$ cat config.mk
export PLATFORM = sky130hd
export DESIGN_NAME = signed_int_to_custom_radix_chars
export DESIGN_NICKNAME = d
export VERILOG_FILES = /design/src/hw/rtl/sirc_pkg.sv /design/src/hw/rtl/sirc_front.sv /design/src/hw/rtl/sirc_fifo.sv /design/src/hw/rtl/sirc_back.sv /design/src/hw/rtl/signed_int_to_custom_radix_chars.sv
export SDC_FILE = /design/constraint.sdc
export NUM_CORES = 2
export LEC_CHECK = 0
export BUFFER_PORTS_ARGS = -buffer_cell sky130_fd_sc_hd__buf_2
export CAP_MARGIN = 10
export CORE_ASPECT_RATIO = 0.7
export CORE_UTILIZATION = 27
export CTS_BUF_LIST = sky130_fd_sc_hd__clkbuf_8
export CTS_CLUSTER_DIAMETER = 60
export DETAILED_ROUTE_END_ITERATION = 8
export PLACE_DENSITY_LB_ADDON = 0.05
export SYNTH_ARGS = -nofsm -noshare
export SYNTH_HDL_FRONTEND = slang
export SYNTH_SLANG_ARGS = --single-unit
$ cat constraint.sdc
create_clock -name clk_i -period 11.8 [get_ports clk_i]
set_clock_uncertainty 0.05 [all_clocks]
set_input_delay 1.18 -clock clk_i [delete_from_list [all_inputs] [get_ports clk_i]]
set_output_delay 1.18 -clock clk_i [all_outputs]
set_load 0.005 [all_outputs]
$ cat src/hw/rtl/sirc_pkg.sv
// Shared constants and types for the signed integer to radix text converter.
// Used by every module of the block; depends on nothing else.
package sirc_pkg;

  localparam int VALUE_BITS  = 32;
  localparam int MAX_RADIX   = 16;
  localparam int RADIX_W     = 5;
  localparam int DIGIT_W     = 4;
  localparam int CHAR_W      = 8;
  localparam int CFG_DATA_W  = 64;
  localparam int CFG_IDX_W   = 2;
  localparam int NUM_DIGITS  = VALUE_BITS;
  localparam int DIG_IDX_W   = $clog2(NUM_DIGITS);
  localparam int DIG_CNT_W   = $clog2(NUM_DIGITS + 1);
  localparam int BIT_CNT_W   = $clog2(VALUE_BITS);
  localparam int QUEUE_DEPTH = 2;
  localparam int QPTR_W      = $clog2(QUEUE_DEPTH);

  localparam logic [CHAR_W-1:0] CH_PLUS  = 8'h2B;
  localparam logic [CHAR_W-1:0] CH_MINUS = 8'h2D;

  localparam logic [CFG_IDX_W-1:0] CFG_ALPHA_LEN  = 2'd0;
  localparam logic [CFG_IDX_W-1:0] CFG_ALPHA_LOW  = 2'd1;
  localparam logic [CFG_IDX_W-1:0] CFG_ALPHA_HIGH = 2'd2;

  typedef logic [CHAR_W-1:0] char_t;

  typedef struct packed {
    logic [RADIX_W-1:0]           len;
    char_t [MAX_RADIX-1:0]        alpha;
  } cfg_t;

  typedef struct packed {
    logic                  neg;
    logic [VALUE_BITS-1:0] mag;
  } item_t;

endpackage

$ cat src/hw/rtl/sirc_front.sv
// Front end: checks the configured alphabet and splits each request into sign and magnitude.
// Depends on sirc_pkg.
module sirc_front import sirc_pkg::*; (
  input  cfg_t                          cfg_i,
  input  logic                          push_i,
  input  logic signed [VALUE_BITS-1:0]  value_i,
  input  logic                          q_full_i,
  output logic                          full_o,
  output logic                          q_wr_o,
  output item_t                         q_item_o
);

  logic                  alpha_ok;
  logic [VALUE_BITS-1:0] raw;

  always_comb begin
    alpha_ok = (cfg_i.len >= RADIX_W'(2)) && (cfg_i.len <= RADIX_W'(MAX_RADIX));
    for (int i = 0; i < MAX_RADIX; i++) begin
      if (RADIX_W'(i) < cfg_i.len) begin
        if (cfg_i.alpha[i] == CHAR_W'(0) || cfg_i.alpha[i] == CH_PLUS ||
            cfg_i.alpha[i] == CH_MINUS) begin
          alpha_ok = 1'b0;
        end
        for (int j = i + 1; j < MAX_RADIX; j++) begin
          if (RADIX_W'(j) < cfg_i.len && cfg_i.alpha[j] == cfg_i.alpha[i]) begin
            alpha_ok = 1'b0;
          end
        end
      end
    end
  end

  assign raw           = value_i;
  assign q_item_o.neg  = raw[VALUE_BITS-1];
  assign q_item_o.mag  = raw[VALUE_BITS-1] ? (VALUE_BITS'(0) - raw) : raw;
  assign full_o        = q_full_i;
  assign q_wr_o        = push_i && !q_full_i && alpha_ok;

endmodule

$ cat src/hw/rtl/sirc_fifo.sv
// Short queue of classified requests between the front end and the converter.
// Depends on sirc_pkg.
module sirc_fifo import sirc_pkg::*; (
  input  logic  clk_i,
  input  logic  rst_ni,
  input  logic  wr_i,
  input  item_t wdata_i,
  output logic  full_o,
  input  logic  rd_i,
  output item_t rdata_o,
  output logic  empty_o
);

  item_t             mem_q [QUEUE_DEPTH];
  logic [QPTR_W-1:0] wptr_q, wptr_d, rptr_q, rptr_d;
  logic [QPTR_W:0]   cnt_q, cnt_d;
  logic              do_wr, do_rd;

  assign full_o  = (cnt_q == (QPTR_W+1)'(QUEUE_DEPTH));
  assign empty_o = (cnt_q == '0);
  assign do_wr   = wr_i && !full_o;
  assign do_rd   = rd_i && !empty_o;
  assign rdata_o = mem_q[rptr_q];

  always_comb begin
    wptr_d = wptr_q;
    rptr_d = rptr_q;
    cnt_d  = cnt_q;
    if (do_wr) begin
      wptr_d = (wptr_q == QPTR_W'(QUEUE_DEPTH - 1)) ? '0 : wptr_q + QPTR_W'(1);
    end
    if (do_rd) begin
      rptr_d = (rptr_q == QPTR_W'(QUEUE_DEPTH - 1)) ? '0 : rptr_q + QPTR_W'(1);
    end
    if (do_wr && !do_rd) begin
      cnt_d = cnt_q + (QPTR_W+1)'(1);
    end else if (do_rd && !do_wr) begin
      cnt_d = cnt_q - (QPTR_W+1)'(1);
    end
  end

  always_ff @(posedge clk_i or negedge rst_ni) begin
    if (!rst_ni) begin
      wptr_q <= '0;
      rptr_q <= '0;
      cnt_q  <= '0;
    end else begin
      wptr_q <= wptr_d;
      rptr_q <= rptr_d;
      cnt_q  <= cnt_d;
    end
  end

  always_ff @(posedge clk_i) begin
    if (do_wr) begin
      mem_q[wptr_q] <= wdata_i;
    end
  end

endmodule

$ cat src/hw/rtl/sirc_back.sv
// Back end: bit-serial conversion of the magnitude into radix digits, then character output.
// Depends on sirc_pkg.
module sirc_back import sirc_pkg::*; (
  input  logic        clk_i,
  input  logic        rst_ni,
  input  cfg_t        cfg_i,
  input  logic        q_empty_i,
  input  item_t       q_item_i,
  output logic        q_rd_o,
  input  logic        pop_i,
  output logic        empty_o,
  output logic [CHAR_W-1:0] out_char_o,
  output logic        last_char_o
);

  typedef enum logic [2:0] {
    ST_IDLE = 3'b001,
    ST_CONV = 3'b010,
    ST_EMIT = 3'b100
  } state_e;

  localparam int SUM_W = NUM_DIGITS + 1;

  state_e                state_q, state_d;
  logic [VALUE_BITS-1:0] mag_q, mag_d;
  logic                  sign_q, sign_d;
  logic [DIG_CNT_W-1:0]  cnt_q, cnt_d;
  logic [BIT_CNT_W-1:0]  bit_q, bit_d;
  logic [DIG_IDX_W-1:0]  idx_q, idx_d;
  logic                  out_valid_q, out_valid_d;
  logic [CHAR_W-1:0]     out_char_q, out_char_d;
  logic                  out_last_q, out_last_d;
  logic [DIGIT_W-1:0]    dig_q [NUM_DIGITS];
  logic [DIGIT_W-1:0]    dig_next [NUM_DIGITS];
  logic                  clear, shift, slot_free;

  logic [RADIX_W-1:0]    radix;
  logic [NUM_DIGITS-1:0] gen, prop;
  logic [SUM_W-1:0]      sum;
  logic [NUM_DIGITS:0]   carry;
  logic [RADIX_W-1:0]    twice;

  assign radix = cfg_i.len;

  always_comb begin
    for (int i = 0; i < NUM_DIGITS; i++) begin
      gen[i]  = ({dig_q[i], 1'b0} >= radix);
      prop[i] = ({dig_q[i], 1'b1} == radix);
    end
    sum = {1'b0, gen | prop} + {1'b0, gen} + SUM_W'(mag_q[VALUE_BITS-1]);
    for (int i = 0; i < NUM_DIGITS; i++) begin
      carry[i] = sum[i] ^ prop[i];
    end
    carry[NUM_DIGITS] = sum[SUM_W-1];
  end

  always_comb begin
    twice = '0;
    for (int i = 0; i < NUM_DIGITS; i++) begin
      twice       = {dig_q[i], carry[i]};
      dig_next[i] = carry[i+1] ? DIGIT_W'(twice - radix) : DIGIT_W'(twice);
    end
  end

  assign slot_free = !out_valid_q || pop_i;

  always_comb begin
    state_d     = state_q;
    mag_d       = mag_q;
    sign_d      = sign_q;
    cnt_d       = cnt_q;
    bit_d       = bit_q;
    idx_d       = idx_q;
    out_valid_d = out_valid_q && !pop_i;
    out_char_d  = out_char_q;
    out_last_d  = out_last_q;
    q_rd_o      = 1'b0;
    clear       = 1'b0;
    shift       = 1'b0;
    unique case (state_q)
      ST_IDLE: begin
        if (!q_empty_i) begin
          q_rd_o  = 1'b1;
          clear   = 1'b1;
          mag_d   = q_item_i.mag;
          sign_d  = q_item_i.neg;
          cnt_d   = '0;
          bit_d   = '0;
          state_d = ST_CONV;
        end
      end
      ST_CONV: begin
        shift = 1'b1;
        mag_d = {mag_q[VALUE_BITS-2:0], 1'b0};
        cnt_d = cnt_q + DIG_CNT_W'(carry[cnt_q]);
        bit_d = bit_q + BIT_CNT_W'(1);
        if (bit_q == BIT_CNT_W'(VALUE_BITS - 1)) begin
          idx_d   = (cnt_d == '0) ? '0 : DIG_IDX_W'(cnt_d - DIG_CNT_W'(1));
          state_d = ST_EMIT;
        end
      end
      ST_EMIT: begin
        if (slot_free) begin
          out_valid_d = 1'b1;
          if (sign_q) begin
            out_char_d = CH_MINUS;
            out_last_d = 1'b0;
            sign_d     = 1'b0;
          end else begin
            out_char_d = cfg_i.alpha[dig_q[idx_q]];
            out_last_d = (idx_q == '0);
            if (idx_q == '0) begin
              state_d = ST_IDLE;
            end else begin
              idx_d = idx_q - DIG_IDX_W'(1);
            end
          end
        end
      end
      default: begin
        state_d = ST_IDLE;
      end
    endcase
  end

  always_ff @(posedge clk_i or negedge rst_ni) begin
    if (!rst_ni) begin
      state_q     <= ST_IDLE;
      mag_q       <= '0;
      sign_q      <= 1'b0;
      cnt_q       <= '0;
      bit_q       <= '0;
      out_valid_q <= 1'b0;
    end else begin
      state_q     <= state_d;
      mag_q       <= mag_d;
      sign_q      <= sign_d;
      cnt_q       <= cnt_d;
      bit_q       <= bit_d;
      out_valid_q <= out_valid_d;
    end
  end

  always_ff @(posedge clk_i) begin
    idx_q      <= idx_d;
    out_char_q <= out_char_d;
    out_last_q <= out_last_d;
    for (int i = 0; i < NUM_DIGITS; i++) begin
      if (clear) begin
        dig_q[i] <= '0;
      end else if (shift) begin
        dig_q[i] <= dig_next[i];
      end
    end
  end

  assign empty_o     = !out_valid_q;
  assign out_char_o  = out_char_q;
  assign last_char_o = out_last_q;

endmodule

$ cat src/hw/rtl/signed_int_to_custom_radix_chars.sv
// Top level of the signed integer to radix text converter: configuration registers and wiring.
// Depends on sirc_pkg, sirc_front, sirc_fifo and sirc_back.
//
// Usage: a signed value is pushed with push while full is low. The text comes out one
// character per request on out_char_o, read with pop while empty is low; last_char_o
// marks the final character of a value. A negative value starts with '-'.
// The radix and digit alphabet are set through cfg_we_i, cfg_idx_i and cfg_wdata_i;
// the user must do so only while no value is in flight; the block does not enforce this.
// With an invalid alphabet a value yields no text. The converter takes a value from
// the two-entry queue, shifts its 32 magnitude bits into the digit row, then issues
// one character per cycle while the receiver does not stall. It works on one value at
// a time: the back end takes the next value only after the last character is issued,
// as its bit-serial digit row holds the digits of a single value.
// Reset empties the queue and the output, and restores decimal digits "0123456789".
// When the receiver stalls, the current character holds, the back end waits, and the
// queue takes up to two more values before full rises.
module signed_int_to_custom_radix_chars import sirc_pkg::*; (
  input  logic                         clk_i,
  input  logic                         rst_ni,
  input  logic                         push,
  output logic                         full,
  input  logic signed [VALUE_BITS-1:0] value_i,
  output logic                         empty,
  input  logic                         pop,
  output logic [CHAR_W-1:0]            out_char_o,
  output logic                         last_char_o,
  input  logic                         cfg_we_i,
  input  logic [CFG_IDX_W-1:0]         cfg_idx_i,
  input  logic [CFG_DATA_W-1:0]        cfg_wdata_i
);

  logic [RADIX_W-1:0]    len_q;
  logic [CFG_DATA_W-1:0] alpha_low_q, alpha_high_q;
  cfg_t                  cfg;
  logic                  q_full, q_empty, q_wr, q_rd;
  item_t                 q_wdata, q_rdata;

  always_ff @(posedge clk_i or negedge rst_ni) begin
    if (!rst_ni) begin
      len_q        <= RADIX_W'(10);
      alpha_low_q  <= 64'h3736353433323130;
      alpha_high_q <= 64'h0000000000003938;
    end else if (cfg_we_i) begin
      unique case (cfg_idx_i)
        CFG_ALPHA_LEN:  len_q        <= cfg_wdata_i[RADIX_W-1:0];
        CFG_ALPHA_LOW:  alpha_low_q  <= cfg_wdata_i;
        CFG_ALPHA_HIGH: alpha_high_q <= cfg_wdata_i;
        default: begin
        end
      endcase
    end
  end

  assign cfg.len   = len_q;
  assign cfg.alpha = {alpha_high_q, alpha_low_q};

  sirc_front u_front (
    .cfg_i    (cfg),
    .push_i   (push),
    .value_i  (value_i),
    .q_full_i (q_full),
    .full_o   (full),
    .q_wr_o   (q_wr),
    .q_item_o (q_wdata)
  );

  sirc_fifo u_fifo (
    .clk_i   (clk_i),
    .rst_ni  (rst_ni),
    .wr_i    (q_wr),
    .wdata_i (q_wdata),
    .full_o  (q_full),
    .rd_i    (q_rd),
    .rdata_o (q_rdata),
    .empty_o (q_empty)
  );

  sirc_back u_back (
    .clk_i       (clk_i),
    .rst_ni      (rst_ni),
    .cfg_i       (cfg),
    .q_empty_i   (q_empty),
    .q_item_i    (q_rdata),
    .q_rd_o      (q_rd),
    .pop_i       (pop),
    .empty_o     (empty),
    .out_char_o  (out_char_o),
    .last_char_o (last_char_o)
  );

endmodule

==> metrics.txt <==
# TYPE chip_impl_metric gauge
chip_impl_info{name="run_status",value="finished clean"} 1
chip_impl_metric{name="timing_worst_slew_pin_value",unit="ns"} 1.20
chip_impl_metric{name="cts.sinks",unit=""} 398
chip_impl_metric{name="synth_compound_gate_area_share",unit="%"} 10.9
chip_impl_metric{name="grt_pass1_vias",unit=""} 32682
chip_impl_metric{name="grt_start_max_net_pins",unit=""} 71
chip_impl_metric{name="cts-resized-gates",unit=""} 0
chip_impl_metric{name="power_density",unit="nW/um^2"} 268
chip_impl_metric{name="synth_enable_flop_cells",unit=""} 208
chip_impl_metric{name="holdBufCountCts",unit=""} 0
chip_impl_info{name="cts.root.buffer_cell",value="sky130_fd_sc_hd__clkbuf_8"} 1
chip_impl_metric{name="clock_insertion_delay_worst_skew",unit="ns"} 0.83
chip_impl_metric{name="p_r_area_growth_vs_syn",unit="%"} 11.4
chip_impl_info{name="synth_top_family_by_area",value="XOR/XNOR gates"} 1
chip_impl_metric{name="timing.critical_path.slowest_cell_delay",unit="ns"} 0.98
chip_impl_metric{name="timing.max_slew.rel_slack",unit="%"} 19.4
chip_impl_metric{name="grt_met1_usage",unit="%"} 37.8
chip_impl_metric{name="overflow",unit=""} 0
chip_impl_metric{name="maxCapViolations",unit=""} 0
chip_impl_metric{name="maxSlewViolCount",unit=""} 0
chip_impl_info{name="slowest_stage",value="sky130_fd_sc_hd__o311ai_1"} 1
chip_impl_metric{name="arrival",unit="ns"} 9.46
chip_impl_metric{name="synth_sequential_area_ratio",unit="%"} 27.9
chip_impl_metric{name="core",unit="um^2"} 144000
chip_impl_metric{name="worstPathRequired",unit="ns"} 12.44
chip_impl_metric{name="die_area",unit="um^2"} 148000
chip_impl_metric{name="clockBufferDepth",unit=""} 3
chip_impl_metric{name="die-height",unit="um"} 322
chip_impl_metric{name="grt_first_pass_wirelength",unit="mm"} 253
chip_impl_metric{name="place.detailed.instances",unit=""} 6104
chip_impl_metric{name="drive_gt1_share",unit="%"} 16.9
chip_impl_metric{name="io_buffer_count",unit=""} 113
chip_impl_metric{name="drt_first_iter_violations",unit=""} 3589
chip_impl_metric{name="path_max_fanout",unit=""} 28
chip_impl_metric{name="final_nets",unit=""} 4546
chip_impl_metric{name="numCtsBuffers",unit=""} 80
chip_impl_metric{name="fill_cells",unit=""} 15144
chip_impl_metric{name="final_antenna_net_count",unit=""} 0
chip_impl_metric{name="timing.final.setup_violations",unit=""} 0
chip_impl_metric{name="synth-seq-cells",unit=""} 398
chip_impl_metric{name="register_area",unit="um^2"} 11000
chip_impl_metric{name="post-cts-setup-buffer-count",unit=""} 0
chip_impl_info{name="tritoncts",value="done"} 1
chip_impl_metric{name="met3_usage",unit="%"} 5.84
chip_impl_metric{name="global_route.usage.total",unit="%"} 23.6
chip_impl_info{name="synth_ff_type",value="sky130_fd_sc_hd__edfxtp_1"} 1
chip_impl_metric{name="async_set_reset_flop_share_out_of_synthesis",unit="%"} 46.5
chip_impl_metric{name="detail_route.wirelength",unit="mm"} 176
chip_impl_metric{name="p_leak",unit="uW"} 0.0156
chip_impl_metric{name="netlist_instances",unit=""} 4257
chip_impl_info{name="worstSetupStartpointType",value="register"} 1
chip_impl_metric{name="multi_input_area",unit="um^2"} 26600
chip_impl_metric{name="drc",unit=""} 0
chip_impl_metric{name="mappedNetlistArea",unit="um^2"} 39500
chip_impl_info{name="worst_setup_path_end_kind",value="register"} 1
chip_impl_metric{name="core.rowCount",unit=""} 116
chip_impl_metric{name="syn-num-nets",unit=""} 4563
chip_impl_metric{name="htree_num_levels",unit=""} 3
chip_impl_metric{name="min_period_over_period",unit="%"} 74.8
chip_impl_metric{name="setup-tns-final",unit="ns"} 0
chip_impl_info{name="critPathMostFrequentCell",value="sky130_fd_sc_hd__ha_1"} 1
chip_impl_metric{name="synth.yosys.warnings",unit=""} 0
chip_impl_metric{name="max_freq",unit="MHz"} 113
chip_impl_metric{name="netlist-cell-type-count",unit=""} 98
chip_impl_metric{name="synthesis.area_per_instance",unit="um^2"} 9.27
chip_impl_metric{name="drt-vias-per-instance",unit=""} 5.36
chip_impl_info{name="criticalPathCategory",value="reg2reg"} 1
chip_impl_metric{name="finalHoldViolCount",unit=""} 0
chip_impl_metric{name="count_of_placed_standard_cells_in_the_final_layout_fillers_left_out",unit=""} 6258
chip_impl_metric{name="post_synth_fa_ha_maj_area_fraction",unit="%"} 7.04
chip_impl_info{name="rsz_0062_raised_after_global_routing",value="no"} 1
chip_impl_metric{name="die_width",unit="um"} 459
chip_impl_metric{name="post_synth_xor_area_fraction",unit="%"} 24.7
chip_impl_info{name="globalRoute.busiestLayer",value="met1"} 1
chip_impl_metric{name="post-route-util",unit="%"} 30.5
chip_impl_metric{name="gp_routability_congestion",unit=""} 0.859
chip_impl_metric{name="timing.reg2reg.setup_slack",unit="ns"} 2.97
chip_impl_metric{name="antenna_found_initial",unit=""} 10
chip_impl_metric{name="final_period_minus_worst_setup_slack",unit="ns"} 8.83
chip_impl_metric{name="post_drt_wl_per_cell",unit="um"} 28.2
chip_impl_metric{name="worst_setup_hold_path_clk_slew",unit="ns"} 0.06
chip_impl_metric{name="groute.layer.met2.usage",unit="%"} 30.6
chip_impl_metric{name="area_share_of_and_or_nand_nor_cells_after_synthesis",unit="%"} 15.2
chip_impl_metric{name="drt_pre_antenna_iters",unit=""} 7
chip_impl_metric{name="place_hpwl",unit="mm"} 120
chip_impl_metric{name="synth.mux.area_fraction",unit="%"} 9.52
chip_impl_info{name="min_path_type",value="in2async"} 1
chip_impl_metric{name="worst_case_reg_to_reg_path_depth",unit=""} 31
chip_impl_metric{name="floorplan.io_pins",unit=""} 114
chip_impl_metric{name="vdd_ir_drop_max",unit="mV"} 0.131
chip_impl_metric{name="effective_utilization_at_floorplan",unit="%"} 27.4
chip_impl_metric{name="num_vias",unit=""} 33529
## path summary, 6_finish.rpt
kind / end / start
max reg2reg: register / len_q[1]$_DFFE_PN1P_
min: alpha_high_q[48]$_DFFE_PN0P_ / rst_ni
min in group clk_i: u_back.bit_q[3]$_DFFE_PN0P_ / u_back.bit_q[3]$_DFFE_PN0P_
max: register / len_q[1]$_DFFE_PN1P_
max in group asynchronous: u_fifo.rptr_q$_DFFE_PN0P_ / rst_ni
min reg2reg: u_back.bit_q[3]$_DFFE_PN0P_ / u_back.bit_q[3]$_DFFE_PN0P_
## layout by cell type, fill, tap and decap left out, types with 32 or more instances in the layout
cell type | netlist | final
sky130_fd_sc_hd__a211oi_1 | 77 | 77
sky130_fd_sc_hd__xnor2_1 | 823 | 823
sky130_fd_sc_hd__xor2_1 | 278 | 278
sky130_fd_sc_hd__nor3_1 | 118 | 117
sky130_fd_sc_hd__ha_1 | 171 | 171
sky130_fd_sc_hd__a21oi_1 | 184 | 184
sky130_fd_sc_hd__o21ai_0 | 94 | 94
sky130_fd_sc_hd__mux2_2 | 145 | 145
sky130_fd_sc_hd__a21o_1 | 49 | 49
sky130_fd_sc_hd__fa_1 | 32 | 32
sky130_fd_sc_hd__dfrtp_1 | 147 | 135
sky130_fd_sc_hd__nand4_1 | 215 | 215
sky130_fd_sc_hd__mux4_2 | 44 | 44
sky130_fd_sc_hd__clkbuf_8 | 0 | 87
sky130_fd_sc_hd__dfstp_2 | 38 | 37
sky130_fd_sc_hd__buf_4 | 5 | 152
sky130_fd_sc_hd__nand2_1 | 154 | 153
sky130_fd_sc_hd__edfxtp_1 | 208 | 208
sky130_fd_sc_hd__o221a_2 | 32 | 32
sky130_fd_sc_hd__buf_2 | 34 | 113
sky130_fd_sc_hd__nor2b_1 | 63 | 63
sky130_fd_sc_hd__nor4_1 | 94 | 93
sky130_fd_sc_hd__nand3_1 | 65 | 65
sky130_fd_sc_hd__a31oi_1 | 34 | 32
sky130_fd_sc_hd__mux2i_1 | 107 | 105
sky130_fd_sc_hd__nor2_1 | 253 | 252
sky130_fd_sc_hd__inv_1 | 108 | 122
## metrics by stage
step	total power [uW]	setup slack (ns)	hold WS, ns	area [um^2]
2_1_floorplan	7870	4.55	0.399	39500
3_3_place_gp	10200	3.21	0.430	42300
3_5_place_dp	10100	3.19	0.441	42300
4_1_cts	11800	3.15	0.177	44000
5_1_grt	12700	2.35	0.213	44000
6_report	11800	2.97	0.250	44000
## routing by layer
layer / wire length (um) / vias up
li1: - / 15195
met1: 93700 / 16970
met2: 65100 / 1157
met3: 14100 / 199
met4: 3270 / 8
met5: 58 / -
## cell families (layout without fill, tap and decap cells)
group	after synthesis	count (layout)
xor+xnor	1106	1106
mux	301	301
flops	398	398
simple gates	1137	1137
compound gates	634	634
fa+ha+maj	203	203
buf+inv	478	529
other cells	0	3
## final cells by class
type | instances | share of cell area, %
multi-input cells | 3381 | 60.6
flip-flops and latches | 398 | 25.1
well taps | 1947 | 5.54
repair buffers | 266 | 3.91
clock buffers | 86 | 2.69
clock inverters | 64 | 1.15
inverters | 113 | 0.965
diodes | 3 | 0.0171
## sequential cells by signal, summed over array words and instances, names as in the netlist, named ones only
name,flops
u_back.dig_q,128
u_fifo.cnt_q,2
u_back.last_char_o,1
u_back.sign_q,1
len_q,5
u_back.out_char_o,8
u_back.bit_q,5
u_fifo.mem_q,66
u_back.idx_q,5
u_back.cnt_q,6
u_back.out_valid_q,1
alpha_low_q,64
u_fifo.rptr_q,1
alpha_high_q,64
u_back.mag_q,32
u_back.state_q,3
u_fifo.wptr_q,1
## Yosys cell counts, drive strengths merged (22+ instances only)
cell | number | area (um^2)
a211oi | 78 | 591
a21o | 49 | 368
a21oi | 186 | 938
a31oi | 36 | 238
and3 | 27 | 169
buf | 155 | 673
clkbuf | 210 | 788
dfrtp | 147 | 3680
dfstp | 38 | 998
edfxtp | 208 | 6250
fa | 32 | 641
ha | 171 | 2140
inv | 112 | 420
mux2 | 148 | 1670
mux2i | 109 | 1100
mux4 | 44 | 991
nand2 | 154 | 578
nand2b | 22 | 138
nand3 | 65 | 325
nand4 | 215 | 1350
nor2 | 253 | 950
nor2b | 63 | 394
nor3 | 119 | 601
nor4 | 95 | 601
o21ai | 102 | 514
o221a | 32 | 360
or2 | 28 | 175
or4 | 26 | 199
xnor2 | 828 | 7300
xor2 | 278 | 2430
## critical path, delay by kind of cell (launching register included)
kind / cells / cell delay [ns]
compound gates: 9 / 2.93
buf+inv: 3 / 0.67
fa+ha+maj: 6 / 1.69
simple gates: 11 / 1.32
mux: 1 / 0.29
xor+xnor: 1 / 0.80
flops: 1 / 0.88
## where the power goes
group / internal, uW / leakage [uW] / switching [uW]
clock network: 823 / 0.000928 / 758
registers: 2130 / 0.00417 / 686
logic: 2950 / 0.0105 / 4450
total: 5900 / 0.0156 / 5900
(Power assumes the default switching activity.)
